<file path="config.mk">
export PLATFORM = sky130hd
export DESIGN_NAME = time_of_day_alu
export DESIGN_NICKNAME = d
export VERILOG_FILES = /design/src/hw/rtl/tod_pkg.sv /design/src/hw/rtl/time_of_day_alu.sv /design/src/hw/rtl/tod_front.sv /design/src/hw/rtl/tod_div.sv /design/src/hw/rtl/tod_split.sv
export SDC_FILE = /design/constraint.sdc
export NUM_CORES = 2
export LEC_CHECK = 0
export BUFFER_PORTS_ARGS = -buffer_cell sky130_fd_sc_hd__buf_2
export CAP_MARGIN = 20
export CORE_UTILIZATION = 40
export DETAILED_ROUTE_END_ITERATION = 7
export PLACE_DENSITY = 0.67
export SYNTH_ARGS = -nofsm -noshare
export SYNTH_HDL_FRONTEND = slang
export SYNTH_SLANG_ARGS = --single-unit
export TNS_END_PERCENT = 5
</file>
<file path="constraint.sdc">
create_clock -name clk_i -period 45.4 [get_ports clk_i]
set_input_delay 2.27 -clock clk_i [delete_from_list [all_inputs] [get_ports clk_i]]
set_output_delay 2.27 -clock clk_i [all_outputs]
set_load 0.005 [all_outputs]
</file>
<file path="src/hw/rtl/tod_pkg.sv">
// Shared types and constants of the time-of-day arithmetic unit.
// No dependencies; imported by every module of the block.
`timescale 1ns / 1ps

package tod_pkg;

  typedef enum logic [2:0] {
    OpAdd   = 3'd0,
    OpSub   = 3'd1,
    OpInc   = 3'd2,
    OpDec   = 3'd3,
    OpMul   = 3'd4,
    OpDiv   = 3'd5,
    OpRatio = 3'd6,
    OpCmp   = 3'd7
  } op_e;

  // seconds of one day and the widths that follow from it
  localparam int unsigned SecW          = 17;
  localparam int unsigned RemW          = 34;
  localparam int unsigned QuoW          = 17;
  localparam int unsigned StepsPerStage = 2;
  localparam int unsigned DivStages     = (QuoW + StepsPerStage - 1) / StepsPerStage;

  localparam logic [SecW-1:0] DaySecs = 17'd86400;

  // word sideband that travels beside the divider
  typedef struct packed {
    op_e  op;
    logic dz;
    logic lt;
    logic eq;
    logic gt;
  } side_t;

endpackage

</file>
<file path="src/hw/rtl/time_of_day_alu.sv">
// Time-of-day arithmetic unit, top level. Uses tod_pkg, tod_front, tod_div, tod_split.
// Pipeline of 2 front stages, 9 divider stages at up to 2 quotient bits each, 3 split
// stages and an output register.
// Throughput: one word per cycle; the whole pipeline stalls only while the
// output word waits. Reset clears all valid bits; no other state.
`timescale 1ns / 1ps

module time_of_day_alu (
  input  logic        clk_i,
  input  logic        rst_ni,
  input  logic        in_valid_i,
  output logic        in_ready_o,
  input  logic [2:0]  opcode_i,
  input  logic [4:0]  a_hours_i,
  input  logic [5:0]  a_minutes_i,
  input  logic [5:0]  a_seconds_i,
  input  logic [4:0]  b_hours_i,
  input  logic [5:0]  b_minutes_i,
  input  logic [5:0]  b_seconds_i,
  input  logic [15:0] scalar_i,
  output logic        out_valid_o,
  input  logic        out_ready_i,
  output logic [4:0]  r_hours_o,
  output logic [5:0]  r_minutes_o,
  output logic [5:0]  r_seconds_o,
  output logic [16:0] ratio_o,
  output logic        is_less_o,
  output logic        is_equal_o,
  output logic        is_greater_o,
  output logic        div_zero_o
);
  import tod_pkg::*;

  logic            en;
  logic            f_valid, d_valid;
  logic [RemW-1:0] f_n;
  logic [SecW-1:0] f_d, d_rem;
  logic [QuoW-1:0] d_quo;
  side_t           f_side, d_side;

  // advance every stage unless the output word is held
  assign en         = !out_valid_o || out_ready_i;
  assign in_ready_o = en;

  tod_front u_front (
    .clk_i, .rst_ni, .en_i(en), .valid_i(in_valid_i),
    .opcode_i, .a_hours_i, .a_minutes_i, .a_seconds_i,
    .b_hours_i, .b_minutes_i, .b_seconds_i, .scalar_i,
    .valid_o(f_valid), .n_o(f_n), .d_o(f_d), .side_o(f_side)
  );

  tod_div u_div (
    .clk_i, .rst_ni, .en_i(en), .valid_i(f_valid), .n_i(f_n), .d_i(f_d),
    .side_i(f_side), .valid_o(d_valid), .rem_o(d_rem), .quo_o(d_quo), .side_o(d_side)
  );

  tod_split u_split (
    .clk_i, .rst_ni, .en_i(en), .valid_i(d_valid), .rem_i(d_rem), .quo_i(d_quo),
    .side_i(d_side), .valid_o(out_valid_o), .r_hours_o, .r_minutes_o,
    .r_seconds_o, .ratio_o, .is_less_o, .is_equal_o, .is_greater_o, .div_zero_o
  );

`ifndef SYNTHESIS
  // a zero divisor clears every other field
  a_dz_clear: assert property (@(posedge clk_i) disable iff (!rst_ni)
    out_valid_o && div_zero_o |-> r_hours_o == '0 && r_minutes_o == '0 &&
    r_seconds_o == '0 && ratio_o == '0)
    else $error("div_zero word carries non-zero fields");

  // compare flags are exclusive
  a_cmp_excl: assert property (@(posedge clk_i) disable iff (!rst_ni)
    out_valid_o |-> $countones({is_less_o, is_equal_o, is_greater_o}) <= 1)
    else $error("more than one compare flag set");

  // split time stays within a day
  a_time_range: assert property (@(posedge clk_i) disable iff (!rst_ni)
    out_valid_o |-> r_hours_o <= 5'd23 && r_minutes_o <= 6'd59 && r_seconds_o <= 6'd59)
    else $error("result time out of range");
`endif

endmodule

</file>
<file path="src/hw/rtl/tod_front.sv">
// Front stages: fold both times into seconds of the day, then form the
// dividend, divisor and compare flags. Depends on tod_pkg.
`timescale 1ns / 1ps

module tod_front (
  input  logic                      clk_i,
  input  logic                      rst_ni,
  input  logic                      en_i,
  input  logic                      valid_i,
  input  logic [2:0]                opcode_i,
  input  logic [4:0]                a_hours_i,
  input  logic [5:0]                a_minutes_i,
  input  logic [5:0]                a_seconds_i,
  input  logic [4:0]                b_hours_i,
  input  logic [5:0]                b_minutes_i,
  input  logic [5:0]                b_seconds_i,
  input  logic [15:0]               scalar_i,
  output logic                      valid_o,
  output logic [tod_pkg::RemW-1:0]  n_o,
  output logic [tod_pkg::SecW-1:0]  d_o,
  output tod_pkg::side_t            side_o
);
  import tod_pkg::*;

  logic            v1_q, v2_q;
  logic [SecW-1:0] ta_raw, tb_raw, ta_d, tb_d, ta_q, tb_q;
  logic [15:0]     sc_q;
  op_e             op_q;
  logic [32:0]     prod;
  logic [RemW-1:0] n_d, n_q;
  logic [SecW-1:0] d_d, d_q;
  side_t           side_d, side_q;

  // convert to seconds; raw value stays below two days
  assign ta_raw = SecW'(a_hours_i) * SecW'(3600) + SecW'(a_minutes_i) * SecW'(60)
                + SecW'(a_seconds_i);
  assign tb_raw = SecW'(b_hours_i) * SecW'(3600) + SecW'(b_minutes_i) * SecW'(60)
                + SecW'(b_seconds_i);
  assign ta_d = (ta_raw >= DaySecs) ? ta_raw - DaySecs : ta_raw;
  assign tb_d = (tb_raw >= DaySecs) ? tb_raw - DaySecs : tb_raw;

  always_ff @(posedge clk_i or negedge rst_ni) begin
    if (!rst_ni) begin
      v1_q <= 1'b0;
      v2_q <= 1'b0;
    end else if (en_i) begin
      v1_q <= valid_i;
      v2_q <= v1_q;
    end
  end

  always_ff @(posedge clk_i) begin
    if (en_i) begin
      ta_q   <= ta_d;
      tb_q   <= tb_d;
      sc_q   <= scalar_i;
      op_q   <= op_e'(opcode_i);
      n_q    <= n_d;
      d_q    <= d_d;
      side_q <= side_d;
    end
  end

  // pick dividend and divisor per operation; time results reduce modulo a day
  assign prod = 33'(ta_q) * 33'(sc_q);

  always_comb begin
    n_d = '0;
    d_d = DaySecs;
    case (op_q)
      OpAdd:   n_d = RemW'(ta_q) + RemW'(tb_q);
      OpSub:   n_d = RemW'(ta_q) + RemW'(DaySecs) - RemW'(tb_q);
      OpInc:   n_d = RemW'(ta_q) + RemW'(1);
      OpDec:   n_d = RemW'(ta_q) + RemW'(DaySecs) - RemW'(1);
      OpMul:   n_d = RemW'(prod);
      OpDiv: begin
        n_d = RemW'(ta_q);
        d_d = SecW'(sc_q);
      end
      OpRatio: begin
        n_d = RemW'(ta_q);
        d_d = tb_q;
      end
      default: n_d = '0;
    endcase
    side_d.op = op_q;
    side_d.dz = ((op_q == OpDiv) && (sc_q == '0)) || ((op_q == OpRatio) && (tb_q == '0));
    side_d.lt = ta_q < tb_q;
    side_d.eq = ta_q == tb_q;
    side_d.gt = ta_q > tb_q;
  end

  assign valid_o = v2_q;
  assign n_o     = n_q;
  assign d_o     = d_q;
  assign side_o  = side_q;

endmodule

</file>
<file path="src/hw/rtl/tod_div.sv">
// Pipelined restoring divider, StepsPerStage quotient bits per stage, fewer in the last.
// Depends on tod_pkg.
`timescale 1ns / 1ps

module tod_div (
  input  logic                      clk_i,
  input  logic                      rst_ni,
  input  logic                      en_i,
  input  logic                      valid_i,
  input  logic [tod_pkg::RemW-1:0]  n_i,
  input  logic [tod_pkg::SecW-1:0]  d_i,
  input  tod_pkg::side_t            side_i,
  output logic                      valid_o,
  output logic [tod_pkg::SecW-1:0]  rem_o,
  output logic [tod_pkg::QuoW-1:0]  quo_o,
  output tod_pkg::side_t            side_o
);
  import tod_pkg::*;

  logic            v_q    [DivStages];
  logic [RemW-1:0] r_q    [DivStages];
  logic [QuoW-1:0] q_q    [DivStages];
  logic [SecW-1:0] d_q    [DivStages];
  side_t           side_q [DivStages];

  for (genvar g = 0; g < DivStages; g++) begin : g_stage
    logic            v_in;
    logic [RemW-1:0] r_in, r_d, sub;
    logic [QuoW-1:0] q_in, q_d;
    logic [SecW-1:0] d_in;
    side_t           s_in;

    if (g == 0) begin : g_first
      assign v_in = valid_i;
      assign r_in = n_i;
      assign q_in = '0;
      assign d_in = d_i;
      assign s_in = side_i;
    end else begin : g_next
      assign v_in = v_q[g-1];
      assign r_in = r_q[g-1];
      assign q_in = q_q[g-1];
      assign d_in = d_q[g-1];
      assign s_in = side_q[g-1];
    end

    // subtract the shifted divisor where it fits, high bit first
    always_comb begin
      r_d = r_in;
      q_d = q_in;
      sub = '0;
      for (int k = 0; k < StepsPerStage; k++) begin
        if (g * StepsPerStage + k < QuoW) begin
          sub = RemW'(d_in) << (QuoW - 1 - g * StepsPerStage - k);
          if (r_d >= sub) begin
            r_d = r_d - sub;
            q_d[QuoW-1-g*StepsPerStage-k] = 1'b1;
          end
        end
      end
    end

    always_ff @(posedge clk_i or negedge rst_ni) begin
      if (!rst_ni) begin
        v_q[g] <= 1'b0;
      end else if (en_i) begin
        v_q[g] <= v_in;
      end
    end

    always_ff @(posedge clk_i) begin
      if (en_i) begin
        r_q[g]    <= r_d;
        q_q[g]    <= q_d;
        d_q[g]    <= d_in;
        side_q[g] <= s_in;
      end
    end
  end

  assign valid_o = v_q[DivStages-1];
  assign rem_o   = r_q[DivStages-1][SecW-1:0];
  assign quo_o   = q_q[DivStages-1];
  assign side_o  = side_q[DivStages-1];

endmodule

</file>
<file path="src/hw/rtl/tod_split.sv">
// Back stages: split seconds of the day into hh:mm:ss by reciprocal
// multiplication, mask fields per operation, hold the output word. Depends on tod_pkg.
`timescale 1ns / 1ps

module tod_split (
  input  logic                      clk_i,
  input  logic                      rst_ni,
  input  logic                      en_i,
  input  logic                      valid_i,
  input  logic [tod_pkg::SecW-1:0]  rem_i,
  input  logic [tod_pkg::QuoW-1:0]  quo_i,
  input  tod_pkg::side_t            side_i,
  output logic                      valid_o,
  output logic [4:0]                r_hours_o,
  output logic [5:0]                r_minutes_o,
  output logic [5:0]                r_seconds_o,
  output logic [16:0]               ratio_o,
  output logic                      is_less_o,
  output logic                      is_equal_o,
  output logic                      is_greater_o,
  output logic                      div_zero_o
);
  import tod_pkg::*;

  logic            v1_q, v2_q, v3_q, vo_q;
  logic [SecW-1:0] t_d, t1_q;
  logic [32:0]     hprod;
  logic [4:0]      h1_q, h2_q, h3_q;
  logic [QuoW-1:0] qo1_q, qo2_q, qo3_q;
  side_t           s1_q, s2_q, s3_q;
  logic [11:0]     rs_d, rs2_q, rs3_q;
  logic [23:0]     mprod;
  logic [5:0]      mn3_q;
  logic [5:0]      sec_d;
  logic            tm_ok;
  logic [4:0]      rh_q;
  logic [5:0]      rm_q, rsec_q;
  logic [16:0]     ratio_q;
  logic            lt_q, eq_q, gt_q, dz_q;

  always_ff @(posedge clk_i or negedge rst_ni) begin
    if (!rst_ni) begin
      v1_q <= 1'b0;
      v2_q <= 1'b0;
      v3_q <= 1'b0;
      vo_q <= 1'b0;
    end else if (en_i) begin
      v1_q <= valid_i;
      v2_q <= v1_q;
      v3_q <= v2_q;
      vo_q <= v3_q;
    end
  end

  // hours: t / 3600 as (t * 37283) >> 27, exact below one day
  assign t_d   = (side_i.op == OpDiv) ? quo_i : rem_i;
  assign hprod = 33'(t_d) * 33'(37283);

  // remainder within the hour, then minutes as (r * 4370) >> 18
  assign rs_d  = 12'(t1_q - SecW'(h1_q) * SecW'(3600));
  assign mprod = 24'(rs2_q) * 24'(4370);
  assign sec_d = 6'(rs3_q - 12'(mn3_q) * 12'(60));
  assign tm_ok = (s3_q.op <= OpDiv) && !s3_q.dz;

  always_ff @(posedge clk_i) begin
    if (en_i) begin
      t1_q    <= t_d;
      h1_q    <= hprod[31:27];
      qo1_q   <= quo_i;
      s1_q    <= side_i;
      rs2_q   <= rs_d;
      h2_q    <= h1_q;
      qo2_q   <= qo1_q;
      s2_q    <= s1_q;
      mn3_q   <= mprod[23:18];
      rs3_q   <= rs2_q;
      h3_q    <= h2_q;
      qo3_q   <= qo2_q;
      s3_q    <= s2_q;
      rh_q    <= tm_ok ? h3_q : '0;
      rm_q    <= tm_ok ? mn3_q : '0;
      rsec_q  <= tm_ok ? sec_d : '0;
      ratio_q <= ((s3_q.op == OpRatio) && !s3_q.dz) ? qo3_q : '0;
      lt_q    <= (s3_q.op == OpCmp) && s3_q.lt;
      eq_q    <= (s3_q.op == OpCmp) && s3_q.eq;
      gt_q    <= (s3_q.op == OpCmp) && s3_q.gt;
      dz_q    <= s3_q.dz;
    end
  end

  assign valid_o      = vo_q;
  assign r_hours_o    = rh_q;
  assign r_minutes_o  = rm_q;
  assign r_seconds_o  = rsec_q;
  assign ratio_o      = ratio_q;
  assign is_less_o    = lt_q;
  assign is_equal_o   = eq_q;
  assign is_greater_o = gt_q;
  assign div_zero_o   = dz_q;

endmodule

</file>
==> reports/results.txt <==
status - finished, final reports clean
pin count of the biggest net entering global routing - 187
post-synthesis cell area - 69200 µm²
Max-Cap Viols - 0
crit path kind - input port to flip-flop
complex-gate fraction of the synthesized area - 12.84%
Ports - 97
share of the synthesized area in the top cell type - 36.84%
gr usage total - 19.48%
busiest grt layer - met2
postcts setup bufs - 0
required time of the critical path - 45.87 ns
Critical Path Start Type - input port
drt initial violations - 3447
Crit Path Max Fanout - 7
Simple-Gate Fraction of Synth Area - 12.97%
htree depth - 3
Final Max Slew Viols - 0
vias in the first global route - 49910
final instance area - 75580 µm²
post-DR wirelength/cell - 18.80 µm
FFs w/ async S/R, synth - 1.736%
TritonCTS Sinks - 864
Synth Area in Adders - 23.24%
core area - 171700 µm²
grt met2 use - 34.00%
Placement Rows - 152
routed vias - 49350
syn_area_per_cell - 10.47 µm²
Max-slew headroom - 26.88%
DIE HEIGHT - 417.9 µm
Syn-to-layout area delta - 9.222%
TritonRoute pass-1 iters - 7
Min-Delay Path Class - flip-flop to flip-flop
Worst Skew - 0.05346 ns
TritonCTS Buffers - 91
worst slew pin tran - 1.097 ns
highest clock rate - 0.1327 GHz
mux cell area share after synthesis - 2.967%
DRC - 0
Total Die Area - 174700 µm²
Yosys cell types - 114
Seq/Total Area, Yosys - 37.39%
main combinational cell family by area after synthesis - adder cells
routed vias/inst - 5.435
Min Clock Period, post-route - 7.533 ns
Hold Vio Cnt, Final - 0
DP Worst Slack - 37.21 ns
WL final - 170700 µm
initial antenna violation count - 2
reg-to-reg slack, setup - 37.98 ns
Remaining Overflow, GRT - 0
RSZ-0062 raised after global routing - false
Post-synth EDFFs - 849
post-synthesis xor/xnor area fraction - 5.557%
I/O Buffers - 96
Cells after Synth - 6609
Synth area leader - edfxtp_1
first-pass GRT wire length - 270500 µm
Final nets - 7844
maximum root-to-sink buffer count - 3
root buf cell - clkbuf_16
Post-synth top flop - edfxtp_1
Tcrit/Tclk final - 16.59%
DRT antenna net count - 0
Final setup violation count - 0
layout cells sized above 1 - 7.787%
Yosys reg bits - 864
setup_tns - 0 ns
Reg clk slew, reported paths - 0.06 ns
largest cells by area after synthesis - edfxtp_1, ha_1, fa_1
met1 Use GR - 24.47%
die width - 417.9 µm
Synthesis Warnings - 0
Starting Density - 40.29%
CTS Hold Bufs - 0
Worst Hold Slack - 0.3794 ns
Critical Path AT - 8.00 ns
Placer Congestion - 0.9394
type of element capturing the critical path - flip-flop
CTS tree - done
syn nets - 7758
Resize count post-CTS - 0
clk_lat worst skew - 0.74 ns
met3 track demand over resource - 2.493%
DP HPWL - 132500 µm
Setup WS post-layout - 37.87 ns
placed cell areas - 72330 µm²
-- path summary, 6_finish.rpt --
check / to / startpoint / cells after the start
worst max-delay path: u_front.tb_q[8] / b_minutes_i[0] / 17
worst min-delay path: u_div.q_q[0][32] / u_div.q_q[0][15] / 0
worst max register to register: u_front.n_o[31] / u_front.ta_q[7] / 22
min in group asynchronous: u_div.g_stage[1].v_in / rst_ni / 1
worst min register to register: u_div.q_q[0][32] / u_div.q_q[0][15] / 0
max in group asynchronous: u_div.g_stage[5].v_in / rst_ni / 1
-- metal layers --
layer | vias to the layer above | part of all wire, %
met5 | - | 0
met3 | 343 | 4.8
met4 | 0 | 3.9
met2 | 1289 | 48
met1 | 23910 | 43
li1 | 23810 | -
-- worst max-delay path, stage by stage --
cell	delay [ns]
buf_2	0.13
fa_1	0.53
fa_1	0.55
inv_1	0.06
fa_1	0.48
fa_1	0.49
inv_1	0.05
ha_1	0.33
a21oi_1	0.23
o21bai_1	0.12
a2111oi_0	0.76
o31ai_1	0.27
a21oi_1	0.23
xnor2_1	0.19
a2111oi_0	0.68
nor2_1	0.30
mux2_2	0.34
-- final cells by class --
cell class | count | area (µm²)
diodes | 2 | 5.005
clock buffers | 105 | 2330
repair buffers | 143 | 885.9
inverters | 765 | 2872
clock inverters | 61 | 852.1
multi-input cells | 4830 | 39870
flip-flops and latches | 864 | 25870
well taps | 2310 | 2890
fillers | 16060 | 96160
-- layout by cell type (no fill, tap or decap), types with 15 or more instances in the layout --
master	instances
edfxtp_1	849
nand3_1	112
nand2b_1	69
a211oi_1	42
nand4_1	62
a21oi_1	385
mux2_2	146
a21boi_0	24
xnor2_1	300
xor2_1	139
nor2b_1	65
a31oi_1	33
or3_1	35
o21a_1	72
buf_4	44
or2_2	34
nor3_1	112
o21bai_1	58
buf_2	96
and2_1	185
o21ai_0	260
ha_1	770
mux2i_1	27
fa_1	322
nor2_1	356
and4_1	15
dfrtp_1	15
nor4_1	63
or4_1	23
clkinv_1	17
nand2_1	493
and3_1	55
clkbuf_16	91
inv_1	763
a21o_1	166
nand3b_1	19
o31ai_1	50
o211ai_1	45
-- sequential cells by signal, summed over array words and instances, names as in the netlist, 7 cells and up --
signal              flops
u_split.ratio_o        17
u_split.qo2_q          17
u_front.d_o            17
u_front.n_o            34
u_split.s2_q            7
u_div.d_q             136
u_div.g_stage.v_in      8
u_split.rs2_q          12
u_div.side_q           63
u_div.q_q              89
u_front.side_o          7
u_front.sc_q           16
u_split.s3_q            7
u_split.s1_q            7
u_split.qo1_q          17
u_front.ta_q           17
u_front.tb_q           17
u_div.r_q             289
u_split.t1_q           12
u_split.qo3_q          17
-- cells in the mapped netlist (all sizes together) (35+ instances only) --
cell and n:
clkbuf 116, or2 36, a21o 166, nor2 357
mux2 154, nand3 113, xor2 139, fa 322
nor4 68, o21ai 266, o21a 72, a211oi 42
nand2 495, nor3 114, ha 770, xnor2 300
edfxtp 849, o31ai 52, and2 185, nor2b 65
o211ai 46, or3 35, nand4 62, inv 764
and3 55, a21oi 386, o21bai 58, nand2b 70
-- stage by stage --
step / cells / util, %
floorplan: 6609 / -
global placement: 8909 / 42.12
detailed placement: 8909 / 42.12
CTS: 9075 / 43.97
global route: 9080 / 44.01
finish: 9080 / 44.01
-- kinds of logic after synthesis --
group | count (synthesis)
buffers and inverters | 915
muxes | 182
and+or+nand+nor | 1766
adders and majority gates | 1092
DFF | 864
AOI/OAI and AO/OA | 1351
xor gates and xnor gates | 439
Power is not shown: default switching activity piles up to over one toggle a cycle in this logic, so the estimate is an artifact.
